$ cat src/rnorm_pkg.sv
// Shared constants, types and helpers for the rational normalizer.
package rnorm_pkg;

  localparam int WIDTH = 32;
  localparam int CNT_W = $clog2(WIDTH);

  typedef logic [WIDTH-1:0] word_t;
  typedef logic [CNT_W-1:0] cnt_t;

  typedef enum logic [2:0] {
    S_IDLE,
    S_GCD,
    S_DIV_NUM,
    S_SWITCH,
    S_DIV_DEN,
    S_DONE
  } rnorm_state_t;

  // Commands from the controller to the datapath
  typedef struct packed {
    logic load;
    logic gcd_step;
    logic g_load;
    logic div_init;
    logic div_sel;   // 0: numerator magnitude, 1: denominator magnitude
    logic div_step;
    logic qn_save;
    logic out_load;
  } rnorm_cmd_t;

  // Status from the datapath to the controller
  typedef struct packed {
    logic gcd_done;
    logic g_zero;
    logic div_last;
  } rnorm_sts_t;

  // Two's complement magnitude; the most negative value maps to 2^(WIDTH-1)
  function automatic word_t mag(input word_t v);
    mag = v[WIDTH-1] ? (~v + word_t'(1)) : v;
  endfunction

endpackage

$ cat src/rnorm_dp.sv
// Datapath: binary gcd unit, shared restoring divider and result register.
module rnorm_dp import rnorm_pkg::*; (
  input  logic       clk,
  input  rnorm_cmd_t cmd,
  input  word_t      num_in,
  input  word_t      den_in,
  output rnorm_sts_t sts,
  output word_t      num_out,
  output word_t      den_out
);

  word_t num_r, den_r;
  word_t a_r, b_r;
  cnt_t  k_r;
  word_t g_r;
  word_t rem_r, dvd_r;
  cnt_t  cnt_r;
  word_t qn_r;
  word_t out_num_r, out_den_r;

  word_t a_nxt, b_nxt;
  cnt_t  k_nxt;
  word_t rem_sh, rem_nxt, dvd_nxt;
  logic  ge;
  word_t qn_s, qd_s, rn, rd;

  assign sts.gcd_done = (a_r == '0) || (b_r == '0);
  assign sts.g_zero   = (a_r | b_r) == '0;
  assign sts.div_last = cnt_r == cnt_t'(WIDTH - 1);

  // One Stein step: strip factors of two, else subtract the smaller odd value
  always_comb begin
    a_nxt = a_r;
    b_nxt = b_r;
    k_nxt = k_r;
    if (!a_r[0] && !b_r[0]) begin
      a_nxt = a_r >> 1;
      b_nxt = b_r >> 1;
      k_nxt = k_r + cnt_t'(1);
    end else if (!a_r[0]) begin
      a_nxt = a_r >> 1;
    end else if (!b_r[0]) begin
      b_nxt = b_r >> 1;
    end else if (a_r >= b_r) begin
      a_nxt = (a_r - b_r) >> 1;
    end else begin
      b_nxt = (b_r - a_r) >> 1;
    end
  end

  // Restoring division step; remainder stays below g, so the shift fits
  always_comb begin
    rem_sh  = {rem_r[WIDTH-2:0], dvd_r[WIDTH-1]};
    ge      = rem_sh >= g_r;
    rem_nxt = ge ? (rem_sh - g_r) : rem_sh;
    dvd_nxt = {dvd_r[WIDTH-2:0], ge};
  end

  // Restore signs, then move the sign onto the numerator
  always_comb begin
    qn_s = num_r[WIDTH-1] ? (~qn_r + word_t'(1)) : qn_r;
    qd_s = den_r[WIDTH-1] ? (~dvd_r + word_t'(1)) : dvd_r;
    if (g_r == '0) begin
      rn = num_r;
      rd = den_r;
    end else begin
      rn = qn_s;
      rd = qd_s;
    end
    if (rd[WIDTH-1]) begin
      rn = ~rn + word_t'(1);
      rd = ~rd + word_t'(1);
    end
  end

  always_ff @(posedge clk) begin
    if (cmd.load) begin
      num_r <= num_in;
      den_r <= den_in;
      a_r   <= mag(den_in);
      b_r   <= mag(num_in);
      k_r   <= '0;
    end else if (cmd.gcd_step) begin
      a_r <= a_nxt;
      b_r <= b_nxt;
      k_r <= k_nxt;
    end
    if (cmd.g_load) begin
      g_r <= (a_r | b_r) << k_r;
    end
    if (cmd.div_init) begin
      dvd_r <= cmd.div_sel ? mag(den_r) : mag(num_r);
      rem_r <= '0;
      cnt_r <= '0;
    end else if (cmd.div_step) begin
      dvd_r <= dvd_nxt;
      rem_r <= rem_nxt;
      cnt_r <= cnt_r + cnt_t'(1);
    end
    if (cmd.qn_save) begin
      qn_r <= dvd_r;
    end
    if (cmd.out_load) begin
      out_num_r <= rn;
      out_den_r <= rd;
    end
  end

  assign num_out = out_num_r;
  assign den_out = out_den_r;

endmodule

$ cat src/rnorm_ctrl.sv
// Controller: sequences gcd, the two divisions (skipped for 0/0) and the output handshake.
module rnorm_ctrl import rnorm_pkg::*; (
  input  logic       clk,
  input  logic       rst_n,
  input  logic       in_valid,
  output logic       in_ready,
  output logic       out_valid,
  input  logic       out_ready,
  input  rnorm_sts_t sts,
  output rnorm_cmd_t cmd
);

  rnorm_state_t state_r, state_nxt;
  logic         out_valid_r, out_valid_nxt;

  always_ff @(posedge clk) begin
    if (!rst_n) begin
      state_r     <= S_IDLE;
      out_valid_r <= 1'b0;
    end else begin
      state_r     <= state_nxt;
      out_valid_r <= out_valid_nxt;
    end
  end

  always_comb begin
    state_nxt     = state_r;
    cmd           = '0;
    in_ready      = 1'b0;
    out_valid_nxt = out_valid_r && !out_ready;
    unique case (state_r)
      S_IDLE: begin
        in_ready = 1'b1;
        if (in_valid) begin
          cmd.load  = 1'b1;
          state_nxt = S_GCD;
        end
      end
      S_GCD: begin
        if (sts.gcd_done) begin
          cmd.g_load   = 1'b1;
          cmd.div_init = 1'b1;
          cmd.div_sel  = 1'b0;
          // both parts zero: nothing to divide
          state_nxt    = sts.g_zero ? S_DONE : S_DIV_NUM;
        end else begin
          cmd.gcd_step = 1'b1;
        end
      end
      S_DIV_NUM: begin
        cmd.div_step = 1'b1;
        if (sts.div_last) state_nxt = S_SWITCH;
      end
      S_SWITCH: begin
        cmd.qn_save  = 1'b1;
        cmd.div_init = 1'b1;
        cmd.div_sel  = 1'b1;
        state_nxt    = S_DIV_DEN;
      end
      S_DIV_DEN: begin
        cmd.div_step = 1'b1;
        if (sts.div_last) state_nxt = S_DONE;
      end
      S_DONE: begin
        // hold until the output register is free
        if (!out_valid_r || out_ready) begin
          cmd.out_load  = 1'b1;
          out_valid_nxt = 1'b1;
          state_nxt     = S_IDLE;
        end
      end
      default: state_nxt = S_IDLE;
    endcase
  end

  assign out_valid = out_valid_r;

`ifndef NO_ASSERTIONS
  a_accept_starts_gcd: assert property (@(posedge clk) disable iff (!rst_n)
    in_valid && in_ready |=> state_r == S_GCD)
    else $error("accepted item did not start gcd");

  a_num_div_to_switch: assert property (@(posedge clk) disable iff (!rst_n)
    state_r == S_DIV_NUM && sts.div_last |=> state_r == S_SWITCH)
    else $error("numerator division did not hand over");

  a_load_shows_result: assert property (@(posedge clk) disable iff (!rst_n)
    cmd.out_load |=> out_valid_r && state_r == S_IDLE)
    else $error("result load did not raise out_valid");

  a_no_overwrite: assert property (@(posedge clk) disable iff (!rst_n)
    cmd.out_load |-> !out_valid_r || out_ready)
    else $error("pending result overwritten");
`endif

endmodule

$ cat src/rational_normalizer.sv
// Top level of the rational normalizer: reduces a signed fraction to lowest terms.
// Each item takes a numerator and a denominator and returns the fraction in lowest
// terms with the sign on the numerator; 0/0 passes through, n/0 gives sign(n)/0, and
// negation of the most negative value wraps. The block works on one item at a time:
// a binary gcd unit takes one step per cycle until one of its two values reaches zero,
// then one shared restoring divider produces the two quotients one bit per cycle,
// numerator first, with a switch state between the two. A finished result sits in an
// output register, and the next item is accepted while it waits.
module rational_normalizer import rnorm_pkg::*; (
  input  logic                    clk,
  input  logic                    rst_n,
  input  logic                    in_valid,
  output logic                    in_ready,
  input  logic signed [WIDTH-1:0] in_numerator_in,
  input  logic signed [WIDTH-1:0] in_denominator_in,
  output logic                    out_valid,
  input  logic                    out_ready,
  output logic signed [WIDTH-1:0] out_numerator_out,
  output logic signed [WIDTH-1:0] out_denominator_out
);

  rnorm_cmd_t cmd;
  rnorm_sts_t sts;
  word_t      num_q, den_q;

  rnorm_ctrl u_ctrl (
    .clk       (clk),
    .rst_n     (rst_n),
    .in_valid  (in_valid),
    .in_ready  (in_ready),
    .out_valid (out_valid),
    .out_ready (out_ready),
    .sts       (sts),
    .cmd       (cmd)
  );

  rnorm_dp u_dp (
    .clk     (clk),
    .cmd     (cmd),
    .num_in  (word_t'(in_numerator_in)),
    .den_in  (word_t'(in_denominator_in)),
    .sts     (sts),
    .num_out (num_q),
    .den_out (den_q)
  );

  assign out_numerator_out   = $signed(num_q);
  assign out_denominator_out = $signed(den_q);

endmodule
$ cat config.mk
export PLATFORM = sky130hd
export DESIGN_NAME = rational_normalizer
export DESIGN_NICKNAME = d
export VERILOG_FILES = /design/src/rnorm_pkg.sv /design/src/rnorm_dp.sv /design/src/rnorm_ctrl.sv /design/src/rational_normalizer.sv
export SDC_FILE = /design/constraint.sdc
export NUM_CORES = 1
export LEC_CHECK = 0
export ABC_AREA = 1
export BUFFER_PORTS_ARGS = -buffer_cell sky130_fd_sc_hd__buf_4
export CORE_MARGIN = 2
export CORE_UTILIZATION = 30
export CTS_CLUSTER_SIZE = 20
export DETAILED_ROUTE_END_ITERATION = 7
export SKIP_CTS_REPAIR_TIMING = 1
export SYNTH_ARGS = -nofsm -noshare
export SYNTH_HDL_FRONTEND = slang
export SYNTH_SLANG_ARGS = --single-unit
$ cat constraint.sdc
create_clock -name clk -period 4 [get_ports clk]
set_input_delay 0.8 -clock clk [delete_from_list [all_inputs] [get_ports clk]]
set_output_delay 0.8 -clock clk [all_outputs]
set_load 0.02 [all_outputs]
After elaboration in Yosys (flattened, before gate mapping)
Cells that the tools add are included.
W data, S select, Z words.
{"block": "word_totals", "reg_bits": 333, "inputBits": 68, "output_inout_bits": 66}
{"block": "classes", "n_addsub": 13, "n_lt_le_gt_ge": 2, "eq_ne": 14, "shifts": 1, "n_mux": 46, "bitwise": 9, "reduce_logical": 22}
{"op": "$mux W32", "n": 24}
{"op": "$add A32 B1 Y32 const B", "n": 8}
{"op": "$not A32 Y32", "n": 8}
{"op": "$logic_not A32 Y1", "n": 4}
{"op": "$ge A32 B32 Y1", "n": 2}
{"op": "$sub A32 B32 Y32", "n": 2}
{"op": "$mux W31", "n": 2}
{"op": "$or A32 B32 Y32", "n": 1}
{"op": "$shl A32 B5 Y32", "n": 1}
{"op": "$sub A31 B31 Y31", "n": 1}
{"op": "$mux W3", "n": 7}
{"op": "$pmux W3 S6", "n": 1}
{"op": "$ne A4 B4 Y1 const B", "n": 3}
{"op": "$add A5 B1 Y5 const B", "n": 2}
{"op": "$mux W1", "n": 10}
{"op": "$ne A2 B2 Y1 const B", "n": 4}
{"op": "$eq A3 B2 Y1 const B", "n": 2}
{"op": "$eq A3 B3 Y1 const B", "n": 2}
{"op": "$reduce_and A3 Y1", "n": 2}
{"op": "$eq A5 B5 Y1 const B", "n": 1}
{"op": "$reduce_and A5 Y1", "n": 1}
{"op": "$logic_not A1 Y1", "n": 4}
{"op": "$pmux W2 S2", "n": 1}
{"op": "$reduce_and A2 Y1", "n": 2}
{"op": "9 further kinds", "n": 12}

Logic depth before layout (Yosys ltp)
{"block": "depth", "depth_word": 7, "ltp_mapped": 20, "depth_no_buf": 20}

By module
From an unflattened synthesis, not the netlist that was laid out.
{"block": "hier_totals", "cells_unflattened": 4137, "hier_area_um2": 28315.9}
{"module": "rnorm_dp", "instances": 1, "cells_each": 4075, "area_each_um2": 27974.3, "seq_area_each_um2": 9469.1}
{"module": "rnorm_ctrl", "instances": 1, "cells_each": 62, "area_each_um2": 341.6, "seq_area_each_um2": 80.1}

Worst setup path before layout
Ideal clock, no wire load.
{"block": "synth_path", "kind": "input -> register", "start": "in out_ready", "end": "reg u_dp.out_den_r[0] (netlist: u_dp.den_out[0]) (enable)", "setup_ps": 486, "t_arrival_ps": 3518, "required_ps": 3514, "setup_slack_ps": -5, "cell_stages": 2, "cell_sequence": "nor2_1 nor2_1"}
{"element": "start: declaration", "line_no": "rational_normalizer.sv:17", "source": "input logic out_ready,"}
{"element": "end signal: assignment", "line_no": "rnorm_dp.sv:105", "source": "out_den_r <= rd;"}
{"element": "end: declaration", "line_no": "rnorm_dp.sv:19", "source": "word_t out_num_r, out_den_r;"}

Worst setup path in the final report
{"block": "layout_path", "start": "reg u_dp.a_r[9]", "end": "reg u_dp.a_r[25], data pin"}
{"block": "layout_between", "elab_chain_len": 7}
{"element": "start: declaration", "line_no": "rnorm_dp.sv:13", "source": "word_t a_r, b_r;"}
{"element": "start signal: assignment", "line_no": "rnorm_dp.sv:80", "source": "a_r <= mag(den_in);"}
{"element": "start signal: assignment", "line_no": "rnorm_dp.sv:84", "source": "a_r <= a_nxt;"}
{"element": "$sub A32 B32 Y32", "line_no": "rnorm_dp.sv:45", "source": "a_nxt = (a_r - b_r) >> 1;"}
{"element": "$mux W32", "line_no": "rnorm_dp.sv:44", "source": "end else if (a_r >= b_r) begin"}
{"element": "$mux W32", "line_no": "rnorm_dp.sv:42", "source": "end else if (!b_r[0]) begin"}
{"element": "$mux W32", "line_no": "rnorm_dp.sv:40", "source": "end else if (!a_r[0]) begin"}
{"element": "$mux W32", "line_no": "rnorm_dp.sv:36", "source": "if (!a_r[0] && !b_r[0]) begin"}
{"element": "$mux W32", "line_no": "rnorm_dp.sv:83", "source": "end else if (cmd.gcd_step) begin"}
{"element": "$mux W32", "line_no": "rnorm_dp.sv:77", "source": "if (cmd.load) begin"}
Every way passes these cells. The select of a mux whose other input is x is not followed.
A chain may end at the register's enable or synchronous reset.

==> metrics <==
status=finished, final reports clean; worst hold path type=in -> reg; critical path arrival=3.67 ns; 1st-iter DRT viols=3036; critical path peak fanout=6; Synth Instances=4000; GRT Total Usage=21.2%; Pre-antenna DRT Iters=6; number of antenna violations at the first check in global routing=2; Clk Latency, worst-skew pair=0.59 ns; CP Class=reg -> reg; worst vdd ir=0.452 mV; CTS tree=done; nets@finish=4310; pwr dens=855 nW/um^2; Startpoint Class=flip-flop; root buffer cell=clkbuf_16; skew final=0.0242 ns; synth warn=0; Post-route DRC=0; grt ovf=0; # IOs=134; final setup fails=0; syn_area_per_cell=6.99 um^2; Slew @ Worst Pin=1.03 ns; Seq cells post-synth=333; H-tree depth=2; critical path endpoint category=flip-flop; pin count of the biggest net entering global routing=96; CTS Buffer Depth=3; vias per cell=5.13; full die area=95700 um^2; via count=27590; Final TNS setup=0 ns; fin. max-slew vios=0; global-route wire length before repair=156000 um; GP Congestion=1.01; Syn Nets=4209; critical path data required time=4.33 ns; vias in the first global route=25504; Max Cap Viol=0; chip height=309 um; P_leak=14.1 nW; share of layout cells above drive strength 1=7.77%; Routed WL=104000 um; Rel. slew slack=31.0%; Seq/Total Area, Yosys=34.1%; commonest non-fill, non-tap cell in the layout=nand2_1; final worst-path cycle share=83.6%; number of synthesized flops with an enable pin=288; DP Cell Count=5300; share of flip-flops with an asynchronous set or reset=0%; Final Hold Fails=0; Tot Pwr=27.2 mW; detailed placer's ending HPWL=83300 um; most frequent cells in the layout=nand2_1, inv_1, nor2_1; row cnt=111; Inserted Clock Buffers=42; Area Growth Syn to Fin=13.7%; chip width=309 um; count of cell types in the netlist=59; Post-Syn Area=28000 um^2; ANT nets after route=0; Peak Freq=0.299 GHz; RSZ-0062 raised after global routing=false; Final Critical Period=3.34 ns; Synth Flop Type=edfxtp_1; Port Buf Inserts=133; number of fill cells in the layout=9965; CTS Sinks=333; Starting Density=30.4%; Clock transition at path regs=0.06 ns; Final Non-Filler Cells=5376; routed wire length per instance=19.3 um; CORE AREA=92100 um^2
power by group:
part | switching, mW | internal (mW) | total, mW | leakage [nW]
Sequential | 1.01 | 5.53 | 6.53 | 3.03
Combinational | 11.5 | 5.18 | 16.7 | 10.3
Clock | 1.67 | 2.29 | 3.95 | 0.675
per-layer routing:
metal | track usage (%) | up-vias | part of all wire, %
li1 | - | 13517 | -
met2 | 32.9 | 1161 | 43
met4 | 5.60 | 0 | 2.6
met1 | 30.5 | 12769 | 46
met3 | 3.27 | 143 | 8.4
met5 | 0 | - | 0
synthesized netlist by cell type (all sizes together), types with 17 or more instances:
library cell / number / share of area (%)
a21o: 17 / 0.46
o21ai: 380 / 6.9
buf: 48 / 1.1
inv: 520 / 7.0
ha: 138 / 6.2
xnor2: 48 / 1.5
nor2: 477 / 6.7
nand3: 258 / 4.7
xor2: 114 / 3.6
nor4: 24 / 0.54
clkbuf: 74 / 0.99
nand4: 61 / 1.4
edfxtp: 288 / 31
a31oi: 23 / 0.51
o211ai: 20 / 0.54
nand2: 1000 / 14
o22ai: 53 / 1.2
a21oi: 215 / 3.9
o21bai: 27 / 0.72
nor3: 71 / 1.4
mux2i: 25 / 0.89
dfxtp: 45 / 3.2
area by class of cell:
class	instances	area [um^2]	area share, %
Sequential cell	333	9550	30.0
Clock buffer	47	1110	3.50
Antenna cell	1	2.50	0.00787
Tap cell	1243	1560	4.89
Timing Repair Buffer	179	1420	4.46
Inverter	523	1970	6.18
Clock inverter	28	288	0.905
Multi-Input combinational cell	3022	15900	50.0
path summary, 6_finish.rpt:
kind / from / to / slack, ns / cells after the start
max: u_dp.a_r[9] / u_dp.a_r[25] / 0.66 / 11
min: rst_n / u_ctrl.state_r[0] / 0.41 / 3
max reg2reg: u_dp.a_r[9] / u_dp.a_r[25] / 0.66 / 11
min reg2reg: u_dp.dvd_r[1] / u_dp.qn_r[1] / 0.46 / 0
cell families after synthesis:
family                     Yosys count  share of synthesized area, %
muxes                               25                         0.895
adders and majority gates          141                          6.39
buffers and inverters              645                          9.13
AOI/OAI and AO/OA                  774                          15.4
xor gates and xnor gates           162                          5.07
and+or+nand+nor                   1920                          29.0
DFF                                333                          34.1
state kept, by name, summed over array words and instances, names as in the netlist, 31 cells and up:
name and count:
u_dp.g_r 32, u_dp.qn_r 32, u_dp.den_r 32, u_dp.rem_r 31, u_dp.b_r 32, u_dp.den_out 32, u_dp.a_r 32, u_dp.num_r 32
u_dp.num_out 32, u_dp.dvd_r 32
critical path: stages (launching register included):
cell      delay [ns]
edfxtp_1        0.47
inv_1           0.10
ha_1            0.39
inv_1           0.08
a21oi_1         0.20
a21boi_0        0.44
nand3_1         0.34
a21oi_1         0.63
xor2_1          0.22
o22ai_1         0.10
nand2_1         0.07
nand2_1         0.05
metrics by stage:
stage                     setup slack, ns  cell area, um^2  utilization [%]  hold slack, ns
after detailed placement            0.519            30400             33.0           0.443
after CTS                           0.776            31800             34.5           0.388
after floorplan                    0.0118            28000                -           0.426
after global routing                0.443            31800             34.5           0.404
after global placement              0.551            30400             33.0           0.445
final                               0.656            31800             34.5           0.414
Power figures use the tool's default switching activity.
